**config.mk**
```make
export PLATFORM = sky130hd
export DESIGN_NAME = threshold_bucket_residency_counter_flat
export DESIGN_NICKNAME = d
export VERILOG_FILES = /design/src/trc_pkg.sv /design/src/trc_stream_if.sv /design/src/trc_classify.sv /design/src/trc_ctrl.sv /design/src/trc_dp.sv /design/src/threshold_bucket_residency_counter.sv /design/src/flat_wrapper.sv
export SDC_FILE = /design/constraint.sdc
export NUM_CORES = 1
export LEC_CHECK = 0
export BUFFER_PORTS_ARGS = -buffer_cell sky130_fd_sc_hd__buf_4
export CORE_AREA = 10 10 47 49
export DETAILED_ROUTE_END_ITERATION = 7
export DIE_AREA = 0 0 57 59
export PLACE_DENSITY = 0.4
export SLEW_MARGIN = 10
export SYNTH_ARGS = -nofsm -noshare
export SYNTH_HDL_FRONTEND = slang
export SYNTH_SLANG_ARGS = --single-unit
export TNS_END_PERCENT = 20
```
**constraint.sdc**
```tcl
create_clock -name clk_i -period 2.3 [get_ports clk_i]
set_input_delay 0.115 -clock clk_i [delete_from_list [all_inputs] [get_ports clk_i]]
set_output_delay 0.115 -clock clk_i [all_outputs]
set_load 0.02 [all_outputs]
```
**src/trc_pkg.sv**
```systemverilog
`timescale 1ns / 1ps
// ----------------------------------------------------------------------------
// trc_pkg: shared types and constants of the residency counter
// Beat formats, operation codes, register indexes and control structs.
// ----------------------------------------------------------------------------
package trc_pkg;

  localparam int NUM_THR = 6;

  localparam logic [1:0] OP_SAMPLE = 2'd0;
  localparam logic [1:0] OP_TICK   = 2'd1;
  localparam logic [1:0] OP_REPORT = 2'd2;

  localparam logic [2:0] REG_THR_COUNT = 3'd0;
  localparam logic [2:0] REG_THR_FIRST = 3'd1;
  localparam logic [2:0] REG_THR_LAST  = 3'd6;

  localparam logic signed [15:0] READING_MIN = 16'sh8000;
  localparam logic signed [15:0] READING_MAX = 16'sh7FFF;

  typedef logic signed [15:0] trc_reading_t;

  typedef struct packed {
    logic [1:0]   operation;
    trc_reading_t sample_value;
  } trc_in_t;

  typedef struct packed {
    logic [2:0]   bucket_index;
    logic [31:0]  residency_ticks;
    logic [31:0]  period_ticks;
    trc_reading_t max_reading;
    trc_reading_t min_reading;
    logic         last_bucket;
  } trc_out_t;

  typedef struct packed {
    logic [2:0]  index;
    logic [15:0] value;
  } trc_cfg_t;

  typedef struct packed {
    logic sample;
    logic tick;
    logic load;
    logic clear;
  } trc_cmd_t;

  typedef struct packed {
    logic out_full;
    logic idx_last;
  } trc_sts_t;

endpackage

```
**src/trc_stream_if.sv**
```systemverilog
`timescale 1ns / 1ps
// ----------------------------------------------------------------------------
// trc_stream_if: valid/ready channel
// Carries one beat of type data_t per handshake.
// ----------------------------------------------------------------------------
interface trc_stream_if #(
  parameter type data_t = logic
);
  logic  valid;
  logic  ready;
  data_t data;

  modport source (output valid, output data, input ready);
  modport sink (input valid, input data, output ready);
endinterface

```
**src/trc_classify.sv**
```systemverilog
`timescale 1ns / 1ps
// ----------------------------------------------------------------------------
// trc_classify: bucket classifier
// Counts thresholds at or below the reading, or with none set uses integer degrees.
// ----------------------------------------------------------------------------
module trc_classify #(
  parameter int BUCKETS = 8,
  localparam int BW = $clog2(BUCKETS)
) (
  input  logic [2:0]            thr_count_i,
  input  trc_pkg::trc_reading_t thr_i [trc_pkg::NUM_THR],
  input  trc_pkg::trc_reading_t value_i,
  output logic [BW-1:0]         bucket_o
);
  import trc_pkg::*;

  localparam logic [11:0] MAX_BUCKET = 12'(BUCKETS - 1);

  logic [2:0]  n_use;
  logic [2:0]  hits;
  logic [11:0] raw;

  always_comb begin
    n_use = (thr_count_i > 3'(NUM_THR)) ? 3'(NUM_THR) : thr_count_i;
    hits  = '0;
    for (int i = 0; i < NUM_THR; i++) begin
      if ((3'(i) < n_use) && (thr_i[i] <= value_i)) begin
        hits = hits + 3'd1;
      end
    end
    if (n_use == '0) begin
      raw = value_i[15] ? 12'd0 : 12'(value_i[14:4]);
    end else begin
      raw = 12'(hits);
    end
    bucket_o = (raw > MAX_BUCKET) ? BW'(MAX_BUCKET) : BW'(raw);
  end

endmodule

```
**src/trc_ctrl.sv**
```systemverilog
`timescale 1ns / 1ps
// ----------------------------------------------------------------------------
// trc_ctrl: operation sequencer
// Decodes accepted items and steps the report run one beat at a time.
// ----------------------------------------------------------------------------
module trc_ctrl (
  input  logic              clk_i,
  input  logic              rst_ni,
  input  logic              in_valid_i,
  input  logic [1:0]        in_op_i,
  output logic              in_ready_o,
  input  logic              out_ready_i,
  input  trc_pkg::trc_sts_t sts_i,
  output trc_pkg::trc_cmd_t cmd_o
);
  import trc_pkg::*;

  localparam logic ST_IDLE   = 1'b0;
  localparam logic ST_REPORT = 1'b1;

  logic state_q, state_d;
  logic accept;
  logic can_load;

  assign in_ready_o = (state_q == ST_IDLE);
  assign accept     = in_valid_i && in_ready_o;
  assign can_load   = !sts_i.out_full || out_ready_i;

  always_comb begin
    state_d      = state_q;
    cmd_o        = '0;
    case (state_q)
      ST_IDLE: begin
        if (accept) begin
          case (in_op_i)
            OP_SAMPLE: cmd_o.sample = 1'b1;
            OP_TICK:   cmd_o.tick = 1'b1;
            OP_REPORT: state_d = ST_REPORT;
            default:   state_d = ST_IDLE;
          endcase
        end
      end
      ST_REPORT: begin
        if (can_load) begin
          cmd_o.load = 1'b1;
          if (sts_i.idx_last) begin
            cmd_o.clear = 1'b1;
            state_d     = ST_IDLE;
          end
        end
      end
      default: state_d = ST_IDLE;
    endcase
  end

  always_ff @(posedge clk_i or negedge rst_ni) begin
    if (!rst_ni) begin
      state_q <= ST_IDLE;
    end else begin
      state_q <= state_d;
    end
  end

endmodule

```
**src/trc_dp.sv**
```systemverilog
`timescale 1ns / 1ps
// ----------------------------------------------------------------------------
// trc_dp: residency datapath
// Threshold registers, counters, max/min trackers and the result register.
// ----------------------------------------------------------------------------
module trc_dp #(
  parameter int BUCKETS       = 8,
  parameter int COUNTER_WIDTH = 32,
  localparam int BW = $clog2(BUCKETS)
) (
  input  logic                  clk_i,
  input  logic                  rst_ni,
  input  logic                  cfg_valid_i,
  input  trc_pkg::trc_cfg_t     cfg_data_i,
  output logic                  cfg_ready_o,
  input  trc_pkg::trc_reading_t sample_i,
  input  trc_pkg::trc_cmd_t     cmd_i,
  output trc_pkg::trc_sts_t     sts_o,
  output logic                  out_valid_o,
  output trc_pkg::trc_out_t     out_data_o,
  input  logic                  out_ready_i
);
  import trc_pkg::*;

  localparam logic [BW-1:0] LAST_IDX = BW'(BUCKETS - 1);

  logic [2:0]               thr_count_q;
  trc_reading_t             thr_q [NUM_THR];
  logic [BW-1:0]            cur_q;
  logic [BW-1:0]            idx_q;
  logic [BW-1:0]            new_bucket;
  logic [BW-1:0]            rd_addr;
  logic [COUNTER_WIDTH-1:0] resid_q [BUCKETS];
  logic [COUNTER_WIDTH-1:0] rd_cnt;
  logic [COUNTER_WIDTH-1:0] period_q;
  trc_reading_t             max_q;
  trc_reading_t             min_q;
  logic                     out_valid_q;
  trc_out_t                 out_q;

  function automatic logic [COUNTER_WIDTH-1:0] sat_inc(input logic [COUNTER_WIDTH-1:0] c);
    return (&c) ? c : c + 1'b1;
  endfunction

  trc_classify #(
    .BUCKETS(BUCKETS)
  ) u_classify (
    .thr_count_i(thr_count_q),
    .thr_i      (thr_q),
    .value_i    (sample_i),
    .bucket_o   (new_bucket)
  );

  assign cfg_ready_o    = 1'b1;
  assign rd_addr        = cmd_i.load ? idx_q : cur_q;
  assign rd_cnt         = resid_q[rd_addr];
  assign sts_o.out_full = out_valid_q;
  assign sts_o.idx_last = (idx_q == LAST_IDX);
  assign out_valid_o    = out_valid_q;
  assign out_data_o     = out_q;

  always_ff @(posedge clk_i or negedge rst_ni) begin
    if (!rst_ni) begin
      thr_count_q <= '0;
      for (int i = 0; i < NUM_THR; i++) begin
        thr_q[i] <= '0;
      end
    end else if (cfg_valid_i) begin
      if (cfg_data_i.index == REG_THR_COUNT) begin
        thr_count_q <= cfg_data_i.value[2:0];
      end else if (cfg_data_i.index <= REG_THR_LAST) begin
        thr_q[cfg_data_i.index - REG_THR_FIRST] <= cfg_data_i.value;
      end
    end
  end

  always_ff @(posedge clk_i or negedge rst_ni) begin
    if (!rst_ni) begin
      cur_q    <= '0;
      idx_q    <= '0;
      period_q <= '0;
      max_q    <= READING_MIN;
      min_q    <= READING_MAX;
      for (int i = 0; i < BUCKETS; i++) begin
        resid_q[i] <= '0;
      end
    end else begin
      if (cmd_i.sample) begin
        cur_q <= new_bucket;
        if (sample_i > max_q) begin
          max_q <= sample_i;
        end
        if (sample_i < min_q) begin
          min_q <= sample_i;
        end
      end
      if (cmd_i.tick) begin
        resid_q[cur_q] <= sat_inc(rd_cnt);
        period_q       <= sat_inc(period_q);
      end
      if (cmd_i.clear) begin
        idx_q    <= '0;
        period_q <= '0;
        max_q    <= READING_MIN;
        min_q    <= READING_MAX;
        for (int i = 0; i < BUCKETS; i++) begin
          resid_q[i] <= '0;
        end
      end else if (cmd_i.load) begin
        idx_q <= idx_q + 1'b1;
      end
    end
  end

  always_ff @(posedge clk_i or negedge rst_ni) begin
    if (!rst_ni) begin
      out_valid_q <= 1'b0;
    end else if (cmd_i.load) begin
      out_valid_q <= 1'b1;
    end else if (out_ready_i) begin
      out_valid_q <= 1'b0;
    end
  end

  always_ff @(posedge clk_i) begin
    if (cmd_i.load) begin
      out_q.bucket_index    <= 3'(idx_q);
      out_q.residency_ticks <= 32'(rd_cnt);
      out_q.period_ticks    <= 32'(period_q);
      out_q.max_reading     <= max_q;
      out_q.min_reading     <= min_q;
      out_q.last_bucket     <= (idx_q == LAST_IDX);
    end
  end

`ifndef ASSERT_OFF
  a_load_no_overwrite: assert property (@(posedge clk_i) disable iff (!rst_ni)
    cmd_i.load |-> (!out_valid_q || out_ready_i))
    else $error("result register overwritten before it was taken");

  a_clear_on_last: assert property (@(posedge clk_i) disable iff (!rst_ni)
    cmd_i.clear |-> (cmd_i.load && idx_q == LAST_IDX))
    else $error("counters cleared before the last bucket was read");

  a_clear_resets_period: assert property (@(posedge clk_i) disable iff (!rst_ni)
    cmd_i.clear |=> (period_q == '0 && idx_q == '0))
    else $error("period counter or report index not cleared");

  a_sample_order: assert property (@(posedge clk_i) disable iff (!rst_ni)
    cmd_i.sample |=> (max_q >= min_q))
    else $error("max reading below min reading after a sample");

  a_bucket_range: assert property (@(posedge clk_i) disable iff (!rst_ni)
    cur_q <= LAST_IDX)
    else $error("current bucket out of range");
`endif

endmodule

```
**src/threshold_bucket_residency_counter.sv**
```systemverilog
`timescale 1ns / 1ps
// Samples and ticks: one beat per cycle while no report runs, no result, state updated
// at the accepting edge. Report: holds the input side until the last bucket is loaded;
// the first result beat goes through the report state and result register, then one beat
// per cycle while the receiver takes them. Reset: thresholds, counters, current bucket
// clear to zero, max to -32768, min to 32767, all at once; input is ready out of reset.
// ----------------------------------------------------------------------------
// threshold_bucket_residency_counter: time-in-bucket residency histogram
// Classifies readings into buckets, counts ticks per bucket and reports them.
// ----------------------------------------------------------------------------
module threshold_bucket_residency_counter #(
  parameter int BUCKETS       = 8,
  parameter int COUNTER_WIDTH = 32
) (
  input  logic         clk_i,
  input  logic         rst_ni,
  trc_stream_if.sink   in_i,
  trc_stream_if.source out_o,
  trc_stream_if.sink   cfg_i
);
  import trc_pkg::*;

  trc_cmd_t cmd;
  trc_sts_t sts;
  trc_in_t  in_beat;
  trc_cfg_t cfg_beat;
  trc_out_t out_beat;
  logic     in_ready;
  logic     cfg_ready;
  logic     out_valid;

  assign in_beat     = in_i.data;
  assign cfg_beat    = cfg_i.data;
  assign in_i.ready  = in_ready;
  assign cfg_i.ready = cfg_ready;
  assign out_o.valid = out_valid;
  assign out_o.data  = out_beat;

  trc_ctrl u_ctrl (
    .clk_i      (clk_i),
    .rst_ni     (rst_ni),
    .in_valid_i (in_i.valid),
    .in_op_i    (in_beat.operation),
    .in_ready_o (in_ready),
    .out_ready_i(out_o.ready),
    .sts_i      (sts),
    .cmd_o      (cmd)
  );

  trc_dp #(
    .BUCKETS      (BUCKETS),
    .COUNTER_WIDTH(COUNTER_WIDTH)
  ) u_dp (
    .clk_i      (clk_i),
    .rst_ni     (rst_ni),
    .cfg_valid_i(cfg_i.valid),
    .cfg_data_i (cfg_beat),
    .cfg_ready_o(cfg_ready),
    .sample_i   (in_beat.sample_value),
    .cmd_i      (cmd),
    .sts_o      (sts),
    .out_valid_o(out_valid),
    .out_data_o (out_beat),
    .out_ready_i(out_o.ready)
  );

endmodule
```
**src/flat_wrapper.sv**
```systemverilog
// flat-port wrapper written by rule: the top's interface ports become plain ports
module threshold_bucket_residency_counter_flat import trc_pkg::*;
#(
  parameter int BUCKETS       = 8,
  parameter int COUNTER_WIDTH = 32
)
  (clk_i, rst_ni, in_i_valid, in_i_data, in_i_ready, out_o_valid, out_o_data, out_o_ready, cfg_i_valid, cfg_i_data, cfg_i_ready);
  trc_stream_if in_i_i ();
  trc_stream_if out_o_i ();
  trc_stream_if cfg_i_i ();
  input  logic clk_i;
  input  logic rst_ni;
  input wire logic [$bits(in_i_i.valid)-1:0] in_i_valid;
  input wire logic [$bits(in_i_i.data)-1:0] in_i_data;
  output wire logic [$bits(in_i_i.ready)-1:0] in_i_ready;
  output wire logic [$bits(out_o_i.valid)-1:0] out_o_valid;
  output wire logic [$bits(out_o_i.data)-1:0] out_o_data;
  input wire logic [$bits(out_o_i.ready)-1:0] out_o_ready;
  input wire logic [$bits(cfg_i_i.valid)-1:0] cfg_i_valid;
  input wire logic [$bits(cfg_i_i.data)-1:0] cfg_i_data;
  output wire logic [$bits(cfg_i_i.ready)-1:0] cfg_i_ready;
  assign in_i_i.valid = in_i_valid;
  assign in_i_i.data = in_i_data;
  assign in_i_ready = in_i_i.ready;
  assign out_o_valid = out_o_i.valid;
  assign out_o_data = out_o_i.data;
  assign out_o_i.ready = out_o_ready;
  assign cfg_i_i.valid = cfg_i_valid;
  assign cfg_i_i.data = cfg_i_data;
  assign cfg_i_ready = cfg_i_i.ready;
  threshold_bucket_residency_counter #(.BUCKETS(BUCKETS), .COUNTER_WIDTH(COUNTER_WIDTH)) u_core (.clk_i(clk_i), .rst_ni(rst_ni), .in_i(in_i_i), .out_o(out_o_i), .cfg_i(cfg_i_i));
endmodule
```
; After elaboration in Yosys (flattened, before gate mapping)
; Cells that the tools add are included.
[word_totals]
ff_bits = 6
output_inout_bits = 4
elab_cells = 21
[classes]
addsub = 1
n_eq_ne = 1
n_mux = 10
bitwise_logic = 1
n_reduce_logical = 4
[ops]
columns = op, count
row1 = $mux W3, 2
row2 = $mux W1, 5
row3 = $mux W2, 2
row4 = $reduce_bool A2 Y1, 2
row5 = $add A3 B1 Y3 const B, 1
row6 = $eq A3 B3 Y1 const B, 1
row7 = $pmux W1 S2, 1
row8 = $logic_not A1 Y1, 1
row9 = $logic_or A1 B1 Y1, 1
row10 = $not A1 Y1, 1

; Longest topological paths before layout
[depth]
ltp_word = 6
mapped_depth = 4
depth_no_buf = 4

; Hierarchy
; A second synthesis with hierarchy kept.
[hier_totals]
hier_cells = 2506
hier_area_um2 = 27702.8
[by_module_without_submodules]
columns = module, n_inst, cells_each, area_each_um2, seq_area_each_um2
row1 = trc_dp, 1, 2175, 25015.2, 13683.1
row2 = trc_classify, 1, 319, 2588.7, 0.0
row3 = trc_ctrl, 1, 11, 95.1, 25.0
row4 = threshold_bucket_residency_counter, 1, 1, 3.8, 0.0

; Worst setup path after synthesis
; OpenSTA, ideal clock, no wires.
[synth_path]
path_type = reg-to-reg
from = register u_core.u_dp.idx_q[0]
to = register u_core.u_dp.idx_q[2]
setup_ns = 0.125
t_arrival_ns = 1.203
slack_ns = 0.971
path_stages_with_launch = 5
n_path_buf = 0
synth_period_minus_slack_ns = 1.329
path_cell_list = dfrtp_1 -> ha_1 -> ha_1 -> nor2b_1 -> mux2_4
[synth_between]
elab_chain_len = 5
elab_cells_between_ends = 8
cone_classes = 1 x add/sub / 1 x eq/ne / 5 x mux / 1 x reduce/logical
[synth_lines]
columns = item, line
row1 = "start, declared", trc_dp.sv:30  ; logic [BW-1:0] idx_q;
row2 = "start signal, assigned", trc_dp.sv:110  ; idx_q <= idx_q + 1'b1;
row3 = $eq A3 B3 Y1, trc_dp.sv:58  ; assign sts_o.idx_last = (idx_q == LAST_IDX);
row4 = $mux W1, trc_ctrl.sv:46  ; if (sts_i.idx_last) begin
row5 = $mux W2, trc_ctrl.sv:44  ; if (can_load) begin
row6 = $mux W2, trc_ctrl.sv:32  ; case (state_q)
row7 = $mux W3 or $reduce_bool A2 Y1 (tied branches), -
; Several ways; a longest one is shown, not always the timed one. The select of a mux whose other input is x is not followed.
; A chain may end at the register's enable or synchronous reset.

; Worst setup path in the final report
; Ends and elaborated chain as after synthesis.

==> qor.json <==
{
  "fin_worst_skew_ps": 5.24,
  "endpoint_kind": "register",
  "cp_common_cell": "ha_1",
  "post_cts.resized_instances": 0,
  "yosys-top-cells-count": "dfrtp_1 (5), mux2_4 (3), ha_1 (2), inv_1 (2)",
  "netlist_top_cells_area": "dfrtp_1 (43%), mux2_4 (16%), edfxtp_1 (10%)",
  "place.gp.congestion": 0.646,
  "num_clock_sinks": 6,
  "setup_slack_ps": 921,
  "placed_area_sq_um": 338,
  "synth_enable_flop_cells": 1,
  "fp.dieW_um": 57,
  "path_class": "register to register",
  "drt-total-wl_um": 510,
  "critical_path.max_fanout": 3,
  "number_of_hold_violations_in_the_final_report": 0,
  "synthesis.area_sq_um": 288,
  "root_buffer": "clkbuf_4",
  "clock_latency_ps": 250,
  "list_of_cells_traversed_by_the_critical_path": "ha_1 > ha_1 > nor2b_1 > mux2_4",
  "layout.cell_area.non_filler_sq_um": 374,
  "max_cap_viol_count": 0,
  "firstDrtPassIters": 2,
  "grt_remaining_overflow": 0,
  "finalNetCount": 40,
  "insertedDiodeCount": 0,
  "powerDensity_mw_per_mm2": 1360,
  "post_synthesis_sequential_area_ratio_pct": 53.9,
  "largest_net_degree_at_the_start_of_global_routing": 6,
  "clock_tree.htree_level_count": 1,
  "syn-num-nets": 30,
  "grt_antenna_before_repair": 0,
  "synthesis.yosys.warnings": 0,
  "synth_cells": 21,
  "yosysUniqueCellTypes": 13,
  "period_needed_ps": 1380,
  "startpoint_type": "register",
  "synth.largest_area_cell": "dfrtp_1",
  "primary_flip_flop_cell_chosen_by_synthesis_mapping": "dfrtp_1",
  "initial_utilization_pct": 20.5,
  "first_global_vias": 199,
  "timing.setup.tns_ps": 0,
  "fin_util_pct": 26.7,
  "final_min_period_over_clock_period_pct": 60.0,
  "dr_total_vias": 174,
  "arrival_ps": 1510,
  "leakage_nw": 0.199,
  "pin_count": 11,
  "placement_rows": 14,
  "critical-path-top-delay-family": "adder cells",
  "tritoncts.num_buffers": 3,
  "route.detailed.wl_per_inst_um": 11.1,
  "die_h_um": 59,
  "io_buffers": 5,
  "ff_latch_count_synth": 6,
  "dominant_cell_by_count_in_the_synthesized_netlist": "dfrtp_1",
  "tritoncts": "yes",
  "dp.final_hpwl_um": 382,
  "ir_worst_vdd_v": 0.000445,
  "rsz0062_at_grt": "no",
  "final_layout_size_suffix_gt1_share_pct": 43.3,
  "critical_path.n_buffers_inverters": 0,
  "routed_via_density": 3.78,
  "postRouteAntennaNets": 0,
  "register_clock_pin_slew_on_the_reported_worst_setup_and_hold_paths_ps": 50,
  "preCtsSetupSlack_ps": 922,
  "slew_viol_final": 0,
  "grt_use_total_pct": 3.64,
  "critical-path-max-stage-delay_ps": 390,
  "timing.hold.worst.class": "input port to register",
  "synth_area_per_cell_sq_um": 13.7,
  "fp.coreArea_sq_mm": 0.00140,
  "die-area_sq_mm": 0.00336,
  "finalSetupViolations": 0,
  "max_clock_freq_ghz": 0.725,
  "cpMaxStageDelayCell": "dfrtp_1",
  "remaining_drc_errors": 0,
  "yosys.area.top_type_share_pct": 43.5,
  "async_reset_ff_share_pct": 83.3,
  "area_growth_syn_to_layout_pct": 30.0,
  "run_status": "finished, final reports clean",
  "wire_length_of_the_first_global_routing_pass_um": 862,
  "cp.required_ps": 2430,
  "first_iter_violations": 5,
  "clk_path_buf_depth": 2
}
[cells in the final DEF, fill, tap and decap left out]
cell           Yosys  final
nor2_1             1      1
nand2_1            1      1
dfrtp_1            5      5
conb_1             1      1
edfxtp_1           1      1
mux2_4             3      3
dlygate4sd3_1      0      1
nor2b_1            1      1
nand2_4            1      1
buf_4              1      5
clkbuf_1           0      1
nand2b_4           1      1
ha_1               2      2
a21oi_1            1      1
clkbuf_4           0      3
inv_1              2      2
[path summary, 6_finish.rpt]
kind,start,slack (ps),depth (start not counted),end
min reg2reg,u_core.u_dp.idx_q[1],510,1,u_core.u_dp.idx_q[1]
max in group asynchronous,rst_ni,1980,2,u_core.u_dp.idx_q[1]
max reg2reg,u_core.u_dp.idx_q[0],920,4,u_core.u_dp.idx_q[2]
max,u_core.u_dp.idx_q[0],920,4,u_core.u_dp.idx_q[2]
min in group asynchronous,rst_ni,210,2,u_core.u_dp.out_valid_o
min,out_o_ready,170,3,u_core.u_dp.out_valid_o
[area by class of cell]
type,count,area (sq um)
clock buffers,4,26.3
inverters,2,7.51
well taps,16,20.0
fillers,151,1030
multi-input cells,12,118
flip-flops and latches,6,155
repair buffers,6,47.5
[logic make-up (layout without fill, tap and decap cells)]
family	count (synthesis)	in the layout	synth area share, %
adder cells (fa/ha/maj)	2	2	8.69
buffers and inverters	3	12	5.22
flip-flops	6	6	53.9
multiplexers	3	3	15.7
other	1	1	1.30
AO/OA/AOI/OAI	1	1	1.74
AND/OR/NAND/NOR	5	5	13.5
[through the flow]
stage / std cells / power [mW] / hold WS [ps]
global placement: 41 / 0.397 / -81.3
CTS: 46 / 0.521 / 160
finish: 46 / 0.509 / 165
floorplan: 21 / 0.346 / -181
detailed placement: 41 / 0.405 / -75.0
global route: 46 / 0.554 / 165
[tightest hold or removal path, delay by kind of cell]
kind / cells / cell delay (ps)
AND/OR/NAND/NOR: 2 / 180
buffers and inverters: 1 / 80
[flip-flops by register name (all words and copies together), names as in the netlist]
name and cells:
u_core.u_dp.idx_q 3, u_core.u_ctrl.state_q 1, u_core.u_dp.out_data_o 1, u_core.u_dp.out_valid_o 1
[metal layers]
metal / track usage (%) / share of wire, % / vias up
met5: 0 / 0 / -
met4: 5.03 / 0 / 0
met3: 3.00 / 9.2 / 0
met2: 4.50 / 45 / 5
met1: 3.12 / 45 / 84
li1: - / - / 85
[where the power goes]
group | switching, mW | leakage [nW] | internal, mW
Clock | 0.0411 | 0.0150 | 0.0659
Sequential | 0.0339 | 0.0723 | 0.158
Combinational | 0.0943 | 0.112 | 0.116
[timing repair]
item | in CTS | in global routing
endpoints found under the hold margin | 5 | 0
hold buffers | 1 | 0
setup buffers | 0 | 0
(Power assumes the default switching activity.)
